<file path="src/hw/rtl/u16550_pkg.sv">
// types, register offsets and bit constants of the 16550a register model
package u16550_pkg;

    // item commands
    localparam logic [1:0] CMD_WRITE   = 2'd0;
    localparam logic [1:0] CMD_READ    = 2'd1;
    localparam logic [1:0] CMD_HOST_RX = 2'd2;
    localparam logic [1:0] CMD_UNUSED  = 2'd3;

    // register offsets inside the eight-port window
    localparam logic [2:0] OFF_DATA = 3'd0;
    localparam logic [2:0] OFF_IER  = 3'd1;
    localparam logic [2:0] OFF_IIR  = 3'd2;
    localparam logic [2:0] OFF_LCR  = 3'd3;
    localparam logic [2:0] OFF_MCR  = 3'd4;
    localparam logic [2:0] OFF_LSR  = 3'd5;
    localparam logic [2:0] OFF_MSR  = 3'd6;
    localparam logic [2:0] OFF_SCR  = 3'd7;

    localparam int WINDOW_SIZE = 8;

    // fixed register values
    localparam logic [7:0] MSR_IDLE      = 8'hb0;
    localparam logic [7:0] IER_MASK      = 8'h0f;
    localparam logic [7:0] IIR_FIFO_BITS = 8'hc0;
    localparam logic [7:0] LSR_TX_EMPTY  = 8'h60;
    localparam logic [3:0] IIR_RX_DATA   = 4'h4;
    localparam logic [3:0] IIR_THR_EMPTY = 4'h2;
    localparam logic [3:0] IIR_NONE      = 4'h1;

    // control bit positions
    localparam int LCR_DLAB     = 7;
    localparam int MCR_IRQ_GATE = 3;
    localparam int MCR_LB       = 4;
    localparam int IER_RX       = 0;
    localparam int IER_THR      = 1;
    localparam int FCR_FIFO_ON  = 0;
    localparam int FCR_RX_CLEAR = 1;

    // result queue in front of the output port
    localparam int OQ_DEPTH = 3;
    localparam int OQ_PTR_W = 2;

    typedef struct packed {
        logic [1:0]  cmd;
        logic [15:0] port;
        logic [7:0]  wdata;
        logic        first_of_access;
    } item_t;

    typedef struct packed {
        logic [7:0] rdata;
        logic       tx_valid;
        logic [7:0] tx_byte;
        logic       irq_out;
        logic       port_error;
        logic       rx_accepted;
    } result_t;

endpackage

</file>
<file path="src/hw/rtl/u16550_out_queue.sv">
// three-entry result queue that decouples the output stall from the input side
module u16550_out_queue (
    input  logic                     clk,
    input  logic                     rst_n,
    input  logic                     push,
    input  u16550_pkg::result_t      push_data,
    output logic                     result_valid,
    input  logic                     result_stall,
    output u16550_pkg::result_t      result,
    output logic [1:0]               level
);

    u16550_pkg::result_t entry_reg [u16550_pkg::OQ_DEPTH];
    logic [u16550_pkg::OQ_PTR_W-1:0] wr_ptr_reg, wr_ptr_next;
    logic [u16550_pkg::OQ_PTR_W-1:0] rd_ptr_reg, rd_ptr_next;
    logic [1:0]                      count_reg, count_next;
    logic                            pop;

    function automatic logic [u16550_pkg::OQ_PTR_W-1:0] ptr_inc(
        input logic [u16550_pkg::OQ_PTR_W-1:0] p
    );
        logic [u16550_pkg::OQ_PTR_W-1:0] r;
        if (p == u16550_pkg::OQ_PTR_W'(u16550_pkg::OQ_DEPTH - 1))
        begin
            r = '0;
        end
        else
        begin
            r = p + 1'b1;
        end
        return r;
    endfunction

    assign result_valid = (count_reg != 2'd0);
    assign pop          = result_valid && !result_stall;
    assign result       = entry_reg[rd_ptr_reg];
    assign level        = count_reg;

    always_comb
    begin
        wr_ptr_next = push ? ptr_inc(wr_ptr_reg) : wr_ptr_reg;
        rd_ptr_next = pop ? ptr_inc(rd_ptr_reg) : rd_ptr_reg;
        count_next  = count_reg + 2'(push) - 2'(pop);
    end

    always_ff @(posedge clk or negedge rst_n)
    begin
        if (!rst_n)
        begin
            wr_ptr_reg <= '0;
            rd_ptr_reg <= '0;
            count_reg  <= '0;
        end
        else
        begin
            wr_ptr_reg <= wr_ptr_next;
            rd_ptr_reg <= rd_ptr_next;
            count_reg  <= count_next;
        end
    end

    always_ff @(posedge clk)
    begin
        if (push)
        begin
            entry_reg[wr_ptr_reg] <= push_data;
        end
    end

endmodule

</file>
<file path="config.mk">
export PLATFORM = sky130hd
export DESIGN_NAME = u16550_out_queue
export DESIGN_NICKNAME = d
export VERILOG_FILES = /design/src/hw/rtl/u16550_pkg.sv /design/src/hw/rtl/u16550_out_queue.sv
export SDC_FILE = /design/constraint.sdc
export NUM_CORES = 1
export LEC_CHECK = 0
export ABC_AREA = 0
export CAP_MARGIN = 20
export CELL_PAD_IN_SITES_DETAIL_PLACEMENT = 1
export CELL_PAD_IN_SITES_GLOBAL_PLACEMENT = 2
export CORE_MARGIN = 8
export CORE_UTILIZATION = 35
export DETAILED_ROUTE_END_ITERATION = 6
export DONT_BUFFER_PORTS = 1
export GPL_TIMING_DRIVEN = 0
export PLACE_DENSITY_LB_ADDON = 0.1
export SKIP_CTS_REPAIR_TIMING = 1
export SYNTH_ARGS = -nofsm -noshare
export SYNTH_HDL_FRONTEND = slang
export SYNTH_SLANG_ARGS = --single-unit
</file>
<file path="constraint.sdc">
create_clock -name clk -period 3 [get_ports clk]
set_clock_uncertainty 0.1 [all_clocks]
set_input_delay 0.3 -clock clk [delete_from_list [all_inputs] [get_ports clk]]
set_output_delay 0.3 -clock clk [all_outputs]
set_load 0.1 [all_outputs]
</file>
After elaboration in Yosys (flattened, before gate mapping)
Memories as Yosys holds them, arrays and structs flattened.
Index checks and enable logic that the tools add are counted.
{"block": "op_classes", "addsub": 4, "n_eq_ne": 2, "muxes": 4, "reduce_logical": 3}
{"op": "2-bit by 1-bit adder with 2-bit output (second input constant)", "n": 2}
{"op": "2-bit == test (second input constant)", "n": 2}
{"op": "2-bit 2-to-1 mux", "n": 2}
{"op": "2-bit by 1-bit adder with 2-bit output", "n": 1}
{"op": "1-bit 2-to-1 mux", "n": 2}
{"op": "2-bit nonzero test", "n": 1}
{"op": "2-bit by 1-bit subtractor with 2-bit output", "n": 1}
{"op": "1-bit logical AND", "n": 1}
{"op": "1-bit logical NOT", "n": 1}
{"block": "totals", "register_bits": 6, "ramBits": 60, "inputBits": 24, "out_inout_bits": 23, "elab_cells": 17, "n_memories": 1}
{"memory": "entry_reg", "words": 3, "word_bits": 20, "read_ports": 1, "rd_clocked_by_memory_dff": 0, "write_ports": 1, "line_no": "u16550_out_queue.sv:13", "source": "u16550_pkg::result_t entry_reg [u16550_pkg::OQ_DEPTH];"}

Logic depth before layout (Yosys ltp)
{"block": "depth", "depth_word": 3, "depth_mapped": 6}

Least setup slack after synthesis
Ideal clock, no wire load.
{"block": "synth_timing", "kind": "register to output", "startpoint": "register rd_ptr_reg[1] (netlist bit)", "endpoint": "output port result[0] (netlist bit)", "arrival_time_ns": 2.768, "path_slack_ns": -0.168, "path_stages_with_launch": 4, "path_buffers": 2, "cell_sequence": "dfrtp_1 > clkbuf_2 > buf_2 > o21ai_0"}
{"item": "start, declared", "line_no": "u16550_out_queue.sv:15", "source": "logic [u16550_pkg::OQ_PTR_W-1:0] rd_ptr_reg, rd_ptr_next;"}
{"item": "start signal, assigned", "line_no": "u16550_out_queue.sv:57", "source": "rd_ptr_reg <= rd_ptr_next;"}
{"item": "end, declared", "line_no": "u16550_out_queue.sv:9", "source": "output u16550_pkg::result_t result,"}

==> metrics.md <==
| Metric | Value |
|---|---|
| Starting density of the core | `35.7%` |
| CP required | `2.60 ns` |
| First-pass GRT wire length | `7880 um` |
| Worst-path cell chain | `clkbuf_2, buf_2, o21ai_2` |
| CTS tree | `built` |
| Synth area leaders | `edfxtp_1 71%, mux2i_1 8.2%, dfrtp_1 5.9%` |
| Initial antenna violation count | `0` |
| Met2 Wirelength | `2760 um` |
| Tightest Pin Transition | `1.16 ns` |
| Crit path largest cell delay | `0.94 ns` |
| Fin crit period | `2.43 ns` |
| Largest area contributor in the netlist | `edfxtp_1` |
| CTS Buffer Depth | `2` |
| M1 WL | `2010 um` |
| Crit path DAT | `2.03 ns` |
| Num CTS Buffers | `9` |
| Vias in the first global route | `1,484` |
| Library cells used by synthesis | `22` |
| Buf/Inv on CP | `2` |
| DR pass1 iterations | `4` |
| Fin Hold WS | `0.0499 ns` |
| Post-Syn Instances | `153` |
| Cell Rows | `31` |
| Fmax | `0.411 GHz` |
| Share of layout cells above drive strength 1 | `27.2%` |
| Status | `finished, final reports clean` |
| Port buffer count | `0` |
| DR WL/cell | `17.6 um` |
| Clk root buf | `clkbuf_8` |
| Slew headroom | `22.8%` |
| Synth top area share | `70.6%` |
| Worst Setup Start Kind | `register` |
| Die width | `101 um` |
| Yosys warns | `0` |
| Number of setup violations in the final report | `0` |
| TritonCTS Sinks | `66` |
| Post-Synthesis Mean Instance Area | `16.7 um^2` |
| WS Path Type | `reg2out` |
| Worst hold path class | `in2reg` |
| # IOs | `47` |
| Met3 WL | `325 um` |
| Max reg flops | `60` |
| Worst path slowest cell | `o21ai_2` |
| DR iter-0 viols | `79` |
| Area Growth Syn to Fin | `26.1%` |
| RD Place Congestion | `0.617` |
| Final Cycle Share | `81.1%` |
| GR Overflow Total | `0` |
| Die Y | `101 um` |
| Die area | `0.0103 mm^2` |
| Ant. Diodes | `0` |
| Syn_nets | `179` |
| RSZ-0062 raised after global routing | `false` |
| DR vias | `1,381` |
| DR vias/cell | `4.70` |
| Commonest non-fill, non-tap cells in the layout | `60 x edfxtp_1, 22 x dlygate4sd3_1, 21 x mux2i_1, 21 x nand2_1, 20 x o21ai_2` |
| Worst setup EP type | `output pin` |
| All-Layer GR Usage | `10.7%` |
| Clock latency at the later pin of the worst-skew pair | `0.33 ns` |
| Routed WL | `5170 um` |
| Max FO, Critical Path | `10` |
| Final Hold Fails | `0` |
| Yosys reg bits | `66` |
| H-Tree Depth | `3` |
| Seq/Total Area, Yosys | `76.5%` |
| Largest net degree at the start of global routing | `12` |
| HPWL Detailed | `3600 um` |
| Mapped Area | `0.00255 mm^2` |
| DR DRC count | `0` |
| Top sig layer | `met4` |
| Slew Viols, Final | `0` |
| Most common cell after layout, fill and taps aside | `edfxtp_1` |
| Layout Nets | `217` |
| CTS clk-pin slew, worst paths | `0.07 ns` |
| Largest delay share family, worst path | `compound AO/OA/AOI/OAI gates` |
| Max Cap Viol | `0` |
| Core area | `0.00714 mm^2` |
| ANT nets after route | `0` |
[cell usage after synthesis, drive strengths merged]
cell / n
clkbuf: 1
dfrtp: 6
mux2: 2
ha: 2
buf: 7
o21ba: 1
inv: 3
nand2: 21
or2: 1
nor2: 2
xnor2: 2
a21o: 1
nor3b: 2
nor2b: 1
mux2i: 21
o21ai: 20
edfxtp: 60
[per-stage QoR]
| step | util, % | cells | setup TNS [ns] | cell area, um^2 | setup slack (ns) |
|---|---|---|---|---|---|
| final | 45.1 | 294 | 0 | 3220 | 0.567 |
| after CTS | 42.0 | 272 | 0 | 3000 | 0.530 |
| after floorplan | - | 153 | -0.337 | 2550 | -0.168 |
| after global placement | 37.5 | 252 | -31.46 | 2680 | -0.781 |
| after detailed placement | 39.6 | 257 | 0 | 2820 | 0.776 |
| after global routing | 45.1 | 294 | 0 | 3220 | 0.476 |
[cell type report]
type | count | area, um^2
buffer | 8 | 71.3
clock buffer | 11 | 131
clock inverter | 4 | 43.8
fill | 729 | 3920
inverter | 3 | 11.3
multi-input combinational | 76 | 604
sequential | 66 | 1950
tap | 99 | 124
timing repair buffer | 27 | 280
[final timing paths]
path | startpoint | endpoint | slack, ns | cells past startpoint
worst min-delay path | push | wr_ptr_reg[1] | 0.05 | 2
worst max-delay path | rd_ptr_reg[1] | result[18] | 0.57 | 3
min in group asynchronous | rst_n | wr_ptr_reg[1] | 0.18 | 1
worst max register to register | level[0] | level[1] | 0.79 | 6
max in group asynchronous | rst_n | rd_ptr_reg[1] | 2.40 | 1
worst min register to register | wr_ptr_reg[1] | wr_ptr_reg[1] | 0.46 | 1
[worst reg2reg max path: stages (launching register included)]
cell and delay [ns]:
dfrtp_1 0.96, o21ba_2 0.34, ha_1 0.25, inv_1 0.06
ha_1 0.14, xnor2_1 0.13, xnor2_1 0.09
[logic make-up after synthesis]
kind of cell	Yosys count	synth area share, %
AOI/OAI and AO/OA	22	4.61
adders and majority gates	2	0.981
muxes	23	9.42
and+or+nand+nor	27	4.56
buffers and inverters	11	3.24
xor gates and xnor gates	2	0.687
DFF	66	76.5
[routing by layer]
metal / global-route usage [%] / vias to the layer above
met5: 0 / -
met4: 5.50 / 0
met3: 5.15 / 10
met2: 18.4 / 33
met1: 10.6 / 688
li1: - / 650
Power is not shown: default switching activity piles up to over one toggle a cycle in this logic, so the estimate is an artifact.
